$ cat config.mk
export PLATFORM = sky130hd
export DESIGN_NAME = pixel_clock_divider_search_core
export DESIGN_NICKNAME = d
export VERILOG_FILES = /design/src/rtl/pcds_pkg.sv /design/src/rtl/pcds_div.sv /design/src/rtl/pcds_seq.sv /design/src/rtl/pixel_clock_divider_search_core.sv
export SDC_FILE = /design/constraint.sdc
export NUM_CORES = 1
export LEC_CHECK = 0
export ABC_AREA = 0
export BUFFER_PORTS_ARGS = -buffer_cell sky130_fd_sc_hd__buf_2
export CAP_MARGIN = 20
export CORE_ASPECT_RATIO = 0.8
export CORE_MARGIN = 3
export CORE_UTILIZATION = 67
export CTS_CLUSTER_DIAMETER = 30
export DETAILED_ROUTE_END_ITERATION = 16
export GPL_ROUTABILITY_DRIVEN = 0
export PLACE_DENSITY = 0.84
export SYNTH_ARGS = -nofsm -noshare
export SYNTH_HDL_FRONTEND = slang
export SYNTH_HIERARCHICAL = 1
export SYNTH_SLANG_ARGS = --single-unit
$ cat constraint.sdc
create_clock -name aclk -period 18 [get_ports aclk]
set_clock_uncertainty 0.2 [all_clocks]
set_input_delay 3.6 -clock aclk [delete_from_list [all_inputs] [get_ports aclk]]
set_output_delay 3.6 -clock aclk [all_outputs]
set_load 0.005 [all_outputs]
$ cat src/rtl/pcds_pkg.sv
`timescale 1ns / 1ps

package pcds_pkg;

    localparam int RATE_W   = 32;
    localparam int WIDE_W   = 34;
    localparam int DIVR_W   = 8;
    localparam int FD_W     = 6;
    localparam int FACTOR_W = 2;
    localparam int ADDR_W   = 4;
    localparam int DATA_W   = 32;

    localparam logic [DIVR_W-1:0] DIV_LIMIT = 8'd255;
    localparam logic [DIVR_W-1:0] PMIN_TFT  = 8'd2;
    localparam logic [DIVR_W-1:0] PMIN_STN  = 8'd3;

    localparam logic [1:0] REG_PARENT_RATE = 2'd0;
    localparam logic [1:0] REG_MAX_FUNC    = 2'd1;
    localparam logic [1:0] REG_FD_MAX      = 2'd2;
    localparam logic [1:0] REG_FD_FACTOR   = 2'd3;

    localparam logic [RATE_W-1:0]   RST_PARENT_RATE = 32'd864000000;
    localparam logic [RATE_W-1:0]   RST_MAX_FUNC    = 32'd173000000;
    localparam logic [FD_W-1:0]     RST_FD_MAX      = 6'd16;
    localparam logic [FACTOR_W-1:0] RST_FD_FACTOR   = 2'd1;

    typedef struct packed {
        logic [RATE_W-1:0]   parent_rate;
        logic [RATE_W-1:0]   max_func_clock;
        logic [FD_W-1:0]     func_div_max;
        logic [FACTOR_W-1:0] func_div_factor;
    } cfg_t;

    typedef struct packed {
        logic [RATE_W-1:0] req_clock;
        logic              is_tft;
    } in_t;

    typedef struct packed {
        logic [DIVR_W-1:0] logic_div;
        logic [DIVR_W-1:0] pixel_div;
        logic [FD_W-1:0]   func_div;
        logic [RATE_W-1:0] achieved_clock;
    } out_t;

    typedef struct packed {
        logic              start;
        logic [WIDE_W-1:0] dividend;
        logic [DIVR_W-1:0] divisor;
    } div_req_t;

    typedef struct packed {
        logic              done;
        logic [WIDE_W-1:0] quotient;
    } div_rsp_t;

endpackage

$ cat src/rtl/pcds_div.sv
`timescale 1ns / 1ps

module pcds_div (
    input  logic                aclk,
    input  logic                aresetn,
    input  pcds_pkg::div_req_t  div_req,
    output pcds_pkg::div_rsp_t  div_rsp
);
    import pcds_pkg::*;

    localparam int CNT_W = $clog2(WIDE_W + 1);

    logic [WIDE_W-1:0] quot_reg, quot_next;
    logic [DIVR_W-1:0] rem_reg, rem_next;
    logic [DIVR_W-1:0] dvsr_reg, dvsr_next;
    logic [CNT_W-1:0]  cnt_reg, cnt_next;
    logic              busy_reg, busy_next;
    logic              done_reg, done_next;
    logic [DIVR_W:0]   trial;
    logic [DIVR_W:0]   trial_sub;
    logic              ge;

    // one quotient bit a cycle, restoring
    assign trial     = {rem_reg, quot_reg[WIDE_W-1]};
    assign ge        = trial >= {1'b0, dvsr_reg};
    assign trial_sub = trial - {1'b0, dvsr_reg};

    always_comb begin
        quot_next = quot_reg;
        rem_next  = rem_reg;
        dvsr_next = dvsr_reg;
        cnt_next  = cnt_reg;
        busy_next = busy_reg;
        done_next = 1'b0;
        if (div_req.start) begin
            quot_next = div_req.dividend;
            rem_next  = '0;
            dvsr_next = div_req.divisor;
            cnt_next  = CNT_W'(WIDE_W);
            busy_next = 1'b1;
        end else if (busy_reg) begin
            quot_next = {quot_reg[WIDE_W-2:0], ge};
            rem_next  = ge ? trial_sub[DIVR_W-1:0] : trial[DIVR_W-1:0];
            cnt_next  = cnt_reg - 1'b1;
            if (cnt_reg == CNT_W'(1)) begin
                busy_next = 1'b0;
                done_next = 1'b1;
            end
        end
    end

    always_ff @(posedge aclk) begin
        if (!aresetn) begin
            cnt_reg  <= '0;
            busy_reg <= 1'b0;
            done_reg <= 1'b0;
        end else begin
            cnt_reg  <= cnt_next;
            busy_reg <= busy_next;
            done_reg <= done_next;
        end
        quot_reg <= quot_next;
        rem_reg  <= rem_next;
        dvsr_reg <= dvsr_next;
    end

    assign div_rsp.done     = done_reg;
    assign div_rsp.quotient = quot_reg;

endmodule

$ cat src/rtl/pcds_seq.sv
`timescale 1ns / 1ps

module pcds_seq (
    input  logic            aclk,
    input  logic            aresetn,
    input  pcds_pkg::cfg_t  cfg,
    input  logic            s_valid,
    output logic            s_ready,
    input  pcds_pkg::in_t   s_data,
    output logic            m_valid,
    input  logic            m_ready,
    output pcds_pkg::out_t  m_data
);
    import pcds_pkg::*;

    localparam logic [3:0] S_IDLE     = 4'd0;
    localparam logic [3:0] S_DIV_GO   = 4'd1;
    localparam logic [3:0] S_DIV_WAIT = 4'd2;
    localparam logic [3:0] S_FCHK     = 4'd3;
    localparam logic [3:0] S_PEVAL    = 4'd4;
    localparam logic [3:0] S_IEND     = 4'd5;
    localparam logic [3:0] S_NEXTF    = 4'd6;
    localparam logic [3:0] S_FINISH   = 4'd7;

    localparam logic [1:0] K_FUNC  = 2'd0;
    localparam logic [1:0] K_LOGIC = 2'd1;
    localparam logic [1:0] K_PIX   = 2'd2;
    localparam logic [1:0] K_LCHK  = 2'd3;

    logic [3:0]        state_reg, state_next;
    logic [1:0]        kind_reg, kind_next;
    logic [RATE_W-1:0] req_reg, req_next;
    logic [DIVR_W-1:0] pmin_reg, pmin_next;
    logic [FD_W-1:0]   fd_reg, fd_next;
    logic [DIVR_W-1:0] ld_reg, ld_next;
    logic [DIVR_W-1:0] pd_reg, pd_next;
    logic [WIDE_W-1:0] fck_reg, fck_next;
    logic [WIDE_W-1:0] lck_reg, lck_next;
    logic [WIDE_W-1:0] pck_reg, pck_next;
    logic              have_reg, have_next;
    logic [WIDE_W-1:0] ib_pck_reg, ib_pck_next;
    logic [WIDE_W-1:0] ib_diff_reg, ib_diff_next;
    logic [DIVR_W-1:0] ib_ld_reg, ib_ld_next;
    logic [DIVR_W-1:0] ib_pd_reg, ib_pd_next;
    logic [WIDE_W-1:0] ob_pck_reg, ob_pck_next;
    logic [WIDE_W-1:0] ob_diff_reg, ob_diff_next;
    logic [DIVR_W-1:0] ob_ld_reg, ob_ld_next;
    logic [DIVR_W-1:0] ob_pd_reg, ob_pd_next;
    logic [FD_W-1:0]   ob_fd_reg, ob_fd_next;
    logic              m_valid_reg, m_valid_next;
    out_t              m_data_reg, m_data_next;

    div_req_t          div_req;
    div_rsp_t          div_rsp;

    logic [WIDE_W-1:0] req_wide;
    logic [WIDE_W-1:0] q_narrow;
    logic [WIDE_W-1:0] fck_calc;
    logic [WIDE_W-1:0] pck_diff;

    pcds_div u_div (
        .aclk    (aclk),
        .aresetn (aresetn),
        .div_req (div_req),
        .div_rsp (div_rsp)
    );

    assign req_wide = {2'b00, req_reg};
    assign q_narrow = {2'b00, div_rsp.quotient[RATE_W-1:0]};
    assign fck_calc = (q_narrow & {WIDE_W{cfg.func_div_factor[0]}})
                    + ({q_narrow[WIDE_W-2:0], 1'b0} & {WIDE_W{cfg.func_div_factor[1]}});
    assign pck_diff = (pck_reg >= req_wide) ? (pck_reg - req_wide) : (req_wide - pck_reg);

    always_comb begin
        div_req.start = (state_reg == S_DIV_GO);
        case (kind_reg)
            K_FUNC: begin
                div_req.dividend = {2'b00, cfg.parent_rate};
                div_req.divisor  = {2'b00, fd_reg};
            end
            K_LOGIC: begin
                div_req.dividend = fck_reg;
                div_req.divisor  = ld_reg;
            end
            K_PIX: begin
                div_req.dividend = lck_reg;
                div_req.divisor  = pd_reg;
            end
            default: begin
                div_req.dividend = lck_reg;
                div_req.divisor  = pmin_reg;
            end
        endcase
    end

    always_comb begin
        state_next   = state_reg;
        kind_next    = kind_reg;
        req_next     = req_reg;
        pmin_next    = pmin_reg;
        fd_next      = fd_reg;
        ld_next      = ld_reg;
        pd_next      = pd_reg;
        fck_next     = fck_reg;
        lck_next     = lck_reg;
        pck_next     = pck_reg;
        have_next    = have_reg;
        ib_pck_next  = ib_pck_reg;
        ib_diff_next = ib_diff_reg;
        ib_ld_next   = ib_ld_reg;
        ib_pd_next   = ib_pd_reg;
        ob_pck_next  = ob_pck_reg;
        ob_diff_next = ob_diff_reg;
        ob_ld_next   = ob_ld_reg;
        ob_pd_next   = ob_pd_reg;
        ob_fd_next   = ob_fd_reg;
        m_valid_next = m_valid_reg;
        m_data_next  = m_data_reg;

        if (m_valid_reg && m_ready) begin
            m_valid_next = 1'b0;
        end

        case (state_reg)
            S_IDLE: begin
                if (s_valid) begin
                    req_next     = s_data.req_clock;
                    pmin_next    = s_data.is_tft ? PMIN_TFT : PMIN_STN;
                    fd_next      = cfg.func_div_max;
                    ob_pck_next  = '0;
                    ob_diff_next = {2'b00, s_data.req_clock};
                    ob_ld_next   = '0;
                    ob_pd_next   = '0;
                    ob_fd_next   = '0;
                    kind_next    = K_FUNC;
                    state_next   = (cfg.func_div_max == '0) ? S_FINISH : S_DIV_GO;
                end
            end
            S_DIV_GO: begin
                state_next = S_DIV_WAIT;
            end
            S_DIV_WAIT: begin
                if (div_rsp.done) begin
                    case (kind_reg)
                        K_FUNC: begin
                            fck_next   = fck_calc;
                            state_next = S_FCHK;
                        end
                        K_LOGIC: begin
                            lck_next   = div_rsp.quotient;
                            pd_next    = pmin_reg;
                            kind_next  = K_PIX;
                            state_next = S_DIV_GO;
                        end
                        K_PIX: begin
                            pck_next   = div_rsp.quotient;
                            state_next = S_PEVAL;
                        end
                        default: begin
                            // logic loop stops at limit or when min pixel divider undershoots
                            if (div_rsp.quotient < req_wide || ld_reg == DIV_LIMIT) begin
                                state_next = S_IEND;
                            end else begin
                                ld_next    = ld_reg + 1'b1;
                                kind_next  = K_LOGIC;
                                state_next = S_DIV_GO;
                            end
                        end
                    endcase
                end
            end
            S_FCHK: begin
                if (fck_reg > {2'b00, cfg.max_func_clock} || fck_reg < req_wide) begin
                    state_next = S_NEXTF;
                end else begin
                    ld_next    = DIVR_W'(1);
                    have_next  = 1'b0;
                    kind_next  = K_LOGIC;
                    state_next = S_DIV_GO;
                end
            end
            S_PEVAL: begin
                if (!have_reg || pck_diff < ib_diff_reg) begin
                    have_next    = 1'b1;
                    ib_pck_next  = pck_reg;
                    ib_diff_next = pck_diff;
                    ib_ld_next   = ld_reg;
                    ib_pd_next   = pd_reg;
                end
                if ((!have_reg || pck_diff < ib_diff_reg) && pck_reg == req_wide) begin
                    state_next = S_IEND;
                end else if (pck_reg < req_wide || pd_reg == DIV_LIMIT) begin
                    kind_next  = K_LCHK;
                    state_next = S_DIV_GO;
                end else begin
                    pd_next    = pd_reg + 1'b1;
                    kind_next  = K_PIX;
                    state_next = S_DIV_GO;
                end
            end
            S_IEND: begin
                if (ib_diff_reg < ob_diff_reg) begin
                    ob_pck_next  = ib_pck_reg;
                    ob_diff_next = ib_diff_reg;
                    ob_ld_next   = ib_ld_reg;
                    ob_pd_next   = ib_pd_reg;
                    ob_fd_next   = fd_reg;
                end
                // exact hit ends the outer search
                if (ib_diff_reg < ob_diff_reg && ib_diff_reg == '0) begin
                    state_next = S_FINISH;
                end else begin
                    state_next = S_NEXTF;
                end
            end
            S_NEXTF: begin
                if (fd_reg == FD_W'(1)) begin
                    state_next = S_FINISH;
                end else begin
                    fd_next    = fd_reg - 1'b1;
                    kind_next  = K_FUNC;
                    state_next = S_DIV_GO;
                end
            end
            S_FINISH: begin
                // hold until the output register is free
                if (!m_valid_reg || m_ready) begin
                    m_valid_next                = 1'b1;
                    m_data_next.logic_div       = ob_ld_reg;
                    m_data_next.pixel_div       = ob_pd_reg;
                    m_data_next.func_div        = ob_fd_reg;
                    m_data_next.achieved_clock  = ob_pck_reg[RATE_W-1:0];
                    state_next                  = S_IDLE;
                end
            end
            default: begin
                state_next = S_IDLE;
            end
        endcase
    end

    always_ff @(posedge aclk) begin
        if (!aresetn) begin
            state_reg   <= S_IDLE;
            kind_reg    <= K_FUNC;
            have_reg    <= 1'b0;
            m_valid_reg <= 1'b0;
        end else begin
            state_reg   <= state_next;
            kind_reg    <= kind_next;
            have_reg    <= have_next;
            m_valid_reg <= m_valid_next;
        end
        req_reg     <= req_next;
        pmin_reg    <= pmin_next;
        fd_reg      <= fd_next;
        ld_reg      <= ld_next;
        pd_reg      <= pd_next;
        fck_reg     <= fck_next;
        lck_reg     <= lck_next;
        pck_reg     <= pck_next;
        ib_pck_reg  <= ib_pck_next;
        ib_diff_reg <= ib_diff_next;
        ib_ld_reg   <= ib_ld_next;
        ib_pd_reg   <= ib_pd_next;
        ob_pck_reg  <= ob_pck_next;
        ob_diff_reg <= ob_diff_next;
        ob_ld_reg   <= ob_ld_next;
        ob_pd_reg   <= ob_pd_next;
        ob_fd_reg   <= ob_fd_next;
        m_data_reg  <= m_data_next;
    end

    assign s_ready = (state_reg == S_IDLE);
    assign m_valid = m_valid_reg;
    assign m_data  = m_data_reg;

endmodule

$ cat src/rtl/pixel_clock_divider_search_core.sv
`timescale 1ns / 1ps

// Pixel clock divider search.
// Input word (s_valid/s_ready/s_data): requested pixel clock in Hz and a TFT flag.
// Result word (m_valid/m_ready/m_data): logic, pixel and functional dividers and the
// pixel clock they give; one result per input word, all zero when nothing qualifies.
// Configuration over the APB port: parent rate, functional clock ceiling, first
// functional divider and post-divide factor at byte offsets 0x0, 0x4, 0x8, 0xC.
// One input word is taken at a time. All divisions go through one shared restoring
// divider that produces one quotient bit a cycle. There is one division per
// functional divider tried, one per logic divider, one per pixel divider evaluated
// and one early-exit check per logic divider whose pixel search ends without an
// exact hit. The next word is accepted once a result has been formed, even while
// that result still waits in the output register; if the receiver stalls, a second
// finished result holds in the search engine until the output register is taken.
// Reset (synchronous, active low) returns the registers to their defaults and
// drops any word in flight.
module pixel_clock_divider_search_core (
    input  logic                              aclk,
    input  logic                              aresetn,
    input  logic                              psel,
    input  logic                              penable,
    input  logic                              pwrite,
    input  logic [pcds_pkg::ADDR_W-1:0]       paddr,
    input  logic [pcds_pkg::DATA_W-1:0]       pwdata,
    output logic [pcds_pkg::DATA_W-1:0]       prdata,
    output logic                              pready,
    input  logic                              s_valid,
    output logic                              s_ready,
    input  pcds_pkg::in_t                     s_data,
    output logic                              m_valid,
    input  logic                              m_ready,
    output pcds_pkg::out_t                    m_data
);
    import pcds_pkg::*;

    cfg_t       cfg_reg, cfg_next;
    logic       wr_en;
    logic [1:0] reg_idx;

    assign pready  = 1'b1;
    assign wr_en   = psel && penable && pwrite;
    assign reg_idx = paddr[ADDR_W-1:2];

    always_comb begin
        cfg_next = cfg_reg;
        if (wr_en) begin
            case (reg_idx)
                REG_PARENT_RATE: cfg_next.parent_rate     = pwdata[RATE_W-1:0];
                REG_MAX_FUNC:    cfg_next.max_func_clock  = pwdata[RATE_W-1:0];
                REG_FD_MAX:      cfg_next.func_div_max    = pwdata[FD_W-1:0];
                REG_FD_FACTOR:   cfg_next.func_div_factor = pwdata[FACTOR_W-1:0];
                default:         cfg_next = cfg_reg;
            endcase
        end
    end

    always_comb begin
        case (reg_idx)
            REG_PARENT_RATE: prdata = cfg_reg.parent_rate;
            REG_MAX_FUNC:    prdata = cfg_reg.max_func_clock;
            REG_FD_MAX:      prdata = {{(DATA_W-FD_W){1'b0}}, cfg_reg.func_div_max};
            REG_FD_FACTOR:   prdata = {{(DATA_W-FACTOR_W){1'b0}}, cfg_reg.func_div_factor};
            default:         prdata = '0;
        endcase
    end

    always_ff @(posedge aclk) begin
        if (!aresetn) begin
            cfg_reg.parent_rate     <= RST_PARENT_RATE;
            cfg_reg.max_func_clock  <= RST_MAX_FUNC;
            cfg_reg.func_div_max    <= RST_FD_MAX;
            cfg_reg.func_div_factor <= RST_FD_FACTOR;
        end else begin
            cfg_reg <= cfg_next;
        end
    end

    pcds_seq u_seq (
        .aclk    (aclk),
        .aresetn (aresetn),
        .cfg     (cfg_reg),
        .s_valid (s_valid),
        .s_ready (s_ready),
        .s_data  (s_data),
        .m_valid (m_valid),
        .m_ready (m_ready),
        .m_data  (m_data)
    );

`ifndef NO_ASSERTIONS
    // the search engine is busy in the cycle after taking a word
    a_busy_after_accept: assert property (@(posedge aclk) disable iff (!aresetn)
        s_valid && s_ready |=> !s_ready)
        else $error("input accepted while search still running");

    // a chosen functional divider always comes with a pixel divider, and none without
    a_zero_result_consistent: assert property (@(posedge aclk) disable iff (!aresetn)
        m_valid |-> ((m_data.func_div == '0) == (m_data.pixel_div == '0)))
        else $error("divider fields of result disagree");

    a_no_result_after_reset: assert property (@(posedge aclk)
        !$past(aresetn) |-> !m_valid)
        else $error("result word present straight after reset");
`endif

endmodule
Yosys cells after proc, flatten, opt, wreduce, memory -nomap -nowiden
Cells that the tools add are included.

storage, ports and cells
  register bits after elaboration = 526
  output and inout port bits = 89
  bits of input ports = 76

cells by class
  add/sub/neg operators = 8
  reduce and logical (&&, ||, !) cells = 45
  equality and inequality tests = 31
  bitwise operators = 4
  muxes and demuxes = 66
  magnitude comparators = 8

operators by type and width
  operator                                      number
  two-way mux 34 bit                            5
  case mux 32 bit (4 select lines)              1
  case mux 42 bit (3 select lines)              1
  less-than comparator 34 x 32 -> 1 bit         3
  two-way mux 8 bit                             12
  less-than comparator 34 bit                   2
  case mux 34 bit (2 select lines)              1
  two-way mux 32 bit                            2
  case mux 32 bit (2 select lines)              1
  case mux 8 bit (2 select lines)               4
  two-way mux 6 bit                             6
  adder 34 bit                                  1
  bitwise AND 32 x 34 -> 34 bit                 1
  bitwise AND 33 x 34 -> 34 bit                 1
  == test 34 x 32 -> 1 bit                      1
  greater-or-equal comparator 34 x 32 -> 1 bit  1
  > comparator 34 x 32 -> 1 bit                 1
  logical NOT 34 bit                            1
  subtractor 32 x 34 -> 34 bit                  1
  subtractor 34 x 32 -> 34 bit                  1
  case mux 4 bit (8 select lines)               1
  case mux 6 bit (2 select lines)               2
  AND reduction 3 bit                           7
  != test 2 bit (second input constant)         9
  other kinds (35)                              96

Depth between registers and ports, before layout
Gate-level depths: netlist of run 1.

  depth after elaboration = 7
  gate-level depth with buffers = 24
  mapped depth without buffers = 23

Hierarchy
The synthesis of run 1 kept the hierarchy.

modules (own cells, without submodules)
  module                           area an instance (sq um)  cells an instance  times used
  pcds_seq                         23670.2                   2202               1
  pixel_clock_divider_search_core  3427.0                    372                1
  pcds_div                         2771.4                    213                1

Least setup slack after synthesis of run 1
Ideal clock, no wire load.

  kind = input port to output port
  start = in paddr[2] (netlist name)
  end = out prdata[11] (netlist name)
  setup slack = 9817 ps
  arrival time = 4383 ps
  data required time = 14200 ps
  cell stages on the path = 5
  path through = buf_6 > buf_2 > buf_4 > mux2i_1 > nor2_1

between the ends
  longest elaborated chain between the ends = 2
  elaborated cells on any way between the ends = 5
  those cells by class = eq/ne (3); mux (1); reduce/logical (1)

RTL lines
  what                                   RTL line                               source
  from (decl)                            pixel_clock_divider_search_core.sv:24  input logic [pcds_pkg::ADDR_W-1:0] paddr,
  == test 2 bit (tied with other cells)  pixel_clock_divider_search_core.sv:59  case (reg_idx)
  case mux 32 bit (4 select lines) (*)   pixel_clock_divider_search_core.sv:59
  to (decl)                              pixel_clock_divider_search_core.sv:26  output logic [pcds_pkg::DATA_W-1:0] prdata,

Every way passes the cells marked *; elsewhere a longest branch is shown, timed or not.

Worst setup path after layout of run 1
  start = in paddr[3] (netlist name)
  end = out prdata[3] (netlist name)

The elaborated chain is that of the path after synthesis.

==> results of run 1 <==
[worst max-delay path: stages]
cell,delay [ns]
buf_2,0.64
nor2b_1,0.43
nand2_1,0.08
o21ai_0,0.12
buf_2,0.16
[per-layer routing]
| metal | track usage, % | share of wire (%) | vias to the layer above |
|---|---|---|---|
| li1 | - | - | 10450 |
| met1 | 41.69 | 39 | 11100 |
| met2 | 54.19 | 47 | 1383 |
| met3 | 7.683 | 9.4 | 320 |
| met4 | 15.42 | 4.9 | 0 |
| met5 | 0 | 0 | - |
[cells by family (layout without fill, tap and decap cells)]
group           Yosys count  after routing  synth area share (%)
compound gates          603            603                 12.90
xor+xnor                 82             82                 2.404
fa+ha+maj               273            273                 11.54
buf+inv                 344            579                 4.792
flops                   518            518                 48.89
mux                     188            188                 6.614
other cells               1              1               0.01255
simple gates            778            778                 12.84
[stage by stage]
step                std cells  total power, mW  instance area (um2)  utilization (%)  hold WS (ns)
global route             3617            4.761                34360            78.87        0.2230
finish                   3617            4.589                34360            78.87        0.2133
global placement         3444            2.637                31030            71.24        0.2010
CTS                      3615            4.564                34320            78.78        0.2130
floorplan                2787            2.404                29870                -        0.2003
detailed placement       3444            2.707                31030            71.24        0.2045
[report_power, final]
group | switching (mW) | internal (mW) | total, mW
sequential | 0.128 | 1.52 | 1.65
combinational | 0.674 | 0.424 | 1.10
clock | 0.629 | 1.21 | 1.84
[layout make-up]
| type | count | area (um2) |
|---|---|---|
| Sequential cell | 518 | 14610 |
| Clock inverter | 69 | 892.1 |
| Multi-Input combinational cell | 1925 | 13890 |
| Clock buffer | 102 | 2391 |
| Inverter | 227 | 852.1 |
| Fill cell | 2573 | 9206 |
| Timing Repair Buffer | 181 | 982.2 |
| Tap cell | 595 | 744.5 |
[worst paths after layout]
check	from	end	cells past startpoint
min	u_seq/ob_pck_reg[9]	u_seq/m_data[9]	0
max reg2reg	u_seq/req_reg[28]	u_seq/ib_diff_reg[0]	19
max	paddr[3]	prdata[3]	5
min reg2reg	u_seq/ob_pck_reg[9]	u_seq/m_data[9]	0
[synth_stat cells, types with 23 or more instances]
cell,n
inv_1,227
nor2b_1,48
o211ai_1,23
a21o_1,79
xnor2_1,56
ha_1,269
clkbuf_1,67
nor3_1,32
nand3_1,39
nand2_1,254
xor2_1,26
dfxtp_1,95
nand4_1,38
nor2_1,151
o21ai_0,163
mux2_2,40
and2_1,122
edfxtp_1,423
a21oi_1,157
mux2i_1,143
==> impl_metrics.tcl, run 1 <==
set metrics [dict create \
    hpwl_um 55100 \
    yosys.area.top_type_share_pct 42.53 \
    syn_area_mm2 0.02987 \
    drc 0 \
    post_cts_resized 0 \
    wire_per_inst_um 21.95 \
    port_buffers 161 \
    globalRoute.totalOverflow 0 \
    grt_max_degree 123 \
    clockBufferDepth 3 \
    synth_seq_cells 518 \
    worstSetupEndpointType "output pin" \
    chipHeight_um 194.9 \
    first_global_vias 22980 \
    path_class "in -> out" \
    grt_pass1_wl_um 123300 \
    power_density_mw_per_mm2 133.6 \
    dieArea_mm2 0.04717 \
    largest_reg_flops 72 \
    syn_area_per_cell_um2 10.72 \
    drv_slew 0 \
    rsz0062_at_grt "no" \
    via_per_inst 6.429 \
    clock.fmax_mhz 112.9 \
    drtPass1Iterations 7 \
    p_leak_nw 14.30 \
    syn_nets 3136 \
    cp_data_arrival_time_ns 5.05 \
    cts-buffers-inserted 92 \
    slew_headroom_pct 27.52 \
    start_util_pct 68.57 \
    yosys_warnings 6 \
    row_count 68 \
    r2r_slack_ns 9.99 \
    clk_pin_slew_ns 0.05 \
    pre_cts_ws_ns 9.186 \
    worstPathMaxFanout 45 \
    clkLatencyLatePin_ns 0.65 \
    period_needed_ns 8.854 \
    synth_area_leaders "edfxtp_1 (43%), ha_1 (11%), dfxtp_1 (6.4%)" \
    synthCells 2787 \
    setup_slack_ns 9.146 \
    finalCritPeriodShare_pct 49.19 \
    area_growth_pct 15.02 \
    n_antenna_cell 0 \
    io_pins 165 \
    ys_async_sr_fraction_pct 0 \
    maxCapViolCount 0 \
    worstSetupStartpointType "primary input" \
    grt_usage_pct 32.99 \
    synth_seq_area_share_pct 48.89 \
    cts_tree "built" \
    final_common_cell "edfxtp_1" \
    cts.hold.buffers_added 0 \
    worst_pin_slew_ns 1.087 \
    htree_levels 3 \
    fp.dieW_um 242.1 \
    drive_gt1_share_pct 13.83 \
    vias 23250 \
    ys_dominant_reg_cell "edfxtp_1" \
    cts-root-buf "clkbuf_16" \
    post-cts-setup-buffers 0 \
    synth_top_cell_by_area "edfxtp_1" \
    synth_edf_count 423 \
    fin_nets 3294 \
    clock-sinks 518 \
    ant_nets 0 \
    drt_iter0_drc 2944 \
    core_mm2 0.04356 \
    ys_types 90 \
    setup_viol 0 \
    routed_wirelength_um 79390 \
    hp-class "reg -> reg" \
    ir_worst_vdd_mv 0.09942 \
    status "finished, final reports clean" \
    hold_viol 0 \
    grt_antenna_before_repair 0 \
    required_ns 14.20 \
    fin_setup_tns_ns 0 \
    layout.cells.most_common_list "edfxtp_1 (423), ha_1 (269), nand2_1 (253), inv_1 (226), o21ai_0 (163)" \
]
No activity file was read; power rests on OpenSTA's default activity.
==> inputs of run 2 (changes only) <==
--- a/config.mk
+++ b/config.mk
@@ -10,11 +10,11 @@
 export CAP_MARGIN = 20
 export CORE_ASPECT_RATIO = 0.8
 export CORE_MARGIN = 3
-export CORE_UTILIZATION = 67
+export CORE_UTILIZATION = 62
 export CTS_CLUSTER_DIAMETER = 30
 export DETAILED_ROUTE_END_ITERATION = 16
 export GPL_ROUTABILITY_DRIVEN = 0
-export PLACE_DENSITY = 0.84
+export PLACE_DENSITY = 0.79
 export SYNTH_ARGS = -nofsm -noshare
 export SYNTH_HDL_FRONTEND = slang
 export SYNTH_HIERARCHICAL = 1
==> constraint.sdc (replaced) <==
create_clock -name aclk -period 8.6 [get_ports aclk]
set_clock_uncertainty 0.2 [all_clocks]
set_input_delay 1.72 -clock aclk [delete_from_list [all_inputs] [get_ports aclk]]
set_output_delay 1.72 -clock aclk [all_outputs]
set_load 0.005 [all_outputs]
==> impl_metrics.tcl, run 2 (synthesis gave the netlist of run 1 again) <==
set metrics [dict create \
    cts-root-buf "clkbuf_16" \
    start_util_pct 63.20 \
    chipHeight_um 202.3 \
    clock.fmax_mhz 134.3 \
    fin_setup_tns_ns 0 \
    via_per_inst 6.216 \
    final_util_pct 72.88 \
    report.power.total_mw 9.437 \
    path_cells "inv_1 -> ha_1 -> inv_1 -> fa_1 -> a211oi_1 -> o211ai_1 -> nand3_1 -> a2111oi_2 -> nor3_4 -> nor3_1 -> o32ai_1 -> a22oi_1 -> xnor2_1 -> ha_1 -> nand4_1 -> nor2_1 -> and2_0 -> a222oi_1 -> and2_4 -> buf_4" \
    row_count 71 \
    hp-class "reg -> reg" \
    clock-sinks 518 \
    post-cts-setup-buffers 0 \
    core_mm2 0.04726 \
    dpl_cell_area_mm2 0.03108 \
    hold_ws_ns 0.2044 \
    setup_viol 0 \
    rsz0062_at_grt "no" \
    globalRoute.totalOverflow 0 \
    routed_wirelength_um 77660 \
    port_buffers 161 \
    grt_usage_pct 30.22 \
    postLayoutCellArea_mm2 0.03444 \
    layout.cells.most_common_list "edfxtp_1 (423), ha_1 (269), nand2_1 (253), inv_1 (227), o21ai_0 (163)" \
    period_needed_ns 7.446 \
    dp.cells 3471 \
    status "finished, final reports clean" \
    clkLatencyLatePin_ns 0.65 \
    hpwl_um 55540 \
    setup_slack_ns 1.154 \
    power_density_mw_per_mm2 274.0 \
    fp.dieW_um 251.4 \
    drtPass1Iterations 7 \
    cp_top_family "compound AO/OA/AOI/OAI gates" \
    worst_pin_slew_ns 0.9839 \
    ant_nets 0 \
    fin_cells 3654 \
    area_growth_pct 15.31 \
    cts_tree "built" \
    drc 0 \
    required_ns 8.69 \
    grt_max_degree 110 \
    n_antenna_cell 0 \
    final_common_cell "edfxtp_1" \
    drive_gt1_share_pct 14.24 \
    grt_antenna_before_repair 1 \
    fin_nets 3302 \
    cts-buffers-inserted 95 \
    cp_slowest_cell "nor3_4" \
    worstSetupEndpointType "flop" \
    maxCapViolCount 0 \
    largest_reg_flops 72 \
    post_cts_resized 0 \
    grt_pass1_wl_um 120900 \
    clockBufferDepth 3 \
    finalCritPeriodShare_pct 86.59 \
    hold_viol 0 \
    worstSetupStartpointType "flop" \
    first_global_vias 22410 \
    path_class "reg -> reg" \
    worstPathMaxFanout 28 \
    clk_pin_slew_ns 0.05 \
    pre_cts_ws_ns 1.730 \
    nFillCells 3161 \
    ir_worst_vdd_mv 0.1732 \
    drv_slew 0 \
    slowest_delay_ns 0.80 \
    dieArea_mm2 0.05086 \
    critPathBufInv 3 \
    cts.hold.buffers_added 0 \
    htree_levels 3 \
    cp_data_arrival_time_ns 7.54 \
    io_pins 165 \
    slew_headroom_pct 34.26 \
    drt_iter0_drc 2490 \
    p_leak_nw 14.35 \
    wire_per_inst_um 21.25 \
    vias 22710 \
]
==> run 2: cell count changes in the layout (fill, tap and decap cells not counted), moves of 3 or more <==
cell	delta
bufinv_16	-11
clkbuf_16	+8
inv_6	-8
clkinv_2	+5
clkinv_1	-4
clkinv_4	+4
inv_4	+4
clkinv_8	+3
==> run 2: per-layer routing <==
metal	up-vias	GRT usage (%)	part of all wire, %	routed length [um]
met5	-	0	0	0
met2	1059	49.56	47	36600
li1	10450	-	-	-
met4	0	12.67	4.3	3366
met3	262	8.041	8.7	6734
met1	10950	38.16	40	30960
==> run 2: path summary, 6_finish.rpt <==
path	startpoint	end	slack (ns)	depth (start not counted)
worst max-delay path	u_seq/pck_reg[0]	u_seq/ib_pck_reg[8]	1.15	20
worst min-delay path	u_seq/ob_pck_reg[8]	u_seq/m_data[8]	0.20	0
worst max register to register	u_seq/pck_reg[0]	u_seq/ib_pck_reg[8]	1.15	20
worst min register to register	u_seq/ob_pck_reg[8]	u_seq/m_data[8]	0.20	0
==> run 2: layout make-up <==
cell class	count	area (um2)	share of cell area (%)
clock buffers	113	2623	7.614
clock inverters	65	636.9	1.849
inverters	227	852.1	2.474
multi-input cells	1925	13890	40.32
flip-flops and latches	518	14610	42.41
well taps	620	775.7	2.252
repair buffers	186	1061	3.081
==> run 2: power by group <==
| part | switching [mW] | total (mW) | leakage (nW) | internal (mW) |
|---|---|---|---|---|
| clock | 1.33 | 3.72 | 1.59 | 2.38 |
| sequential | 0.255 | 3.44 | 4.68 | 3.19 |
| combinational | 1.38 | 2.28 | 8.09 | 0.896 |
| total | 2.97 | 9.44 | 14.4 | 6.47 |
==> run 2: worst reg2reg max path: stages (launching register included) <==
cell	delay (ns)
edfxtp_1	0.43
inv_1	0.09
ha_1	0.15
inv_1	0.06
fa_1	0.41
a211oi_1	0.35
o211ai_1	0.17
nand3_1	0.25
a2111oi_2	0.16
nor3_4	0.80
nor3_1	0.24
o32ai_1	0.80
a22oi_1	0.20
xnor2_1	0.35
ha_1	0.32
nand4_1	0.20
nor2_1	0.10
and2_0	0.15
a222oi_1	0.67
and2_4	0.55
buf_4	0.44
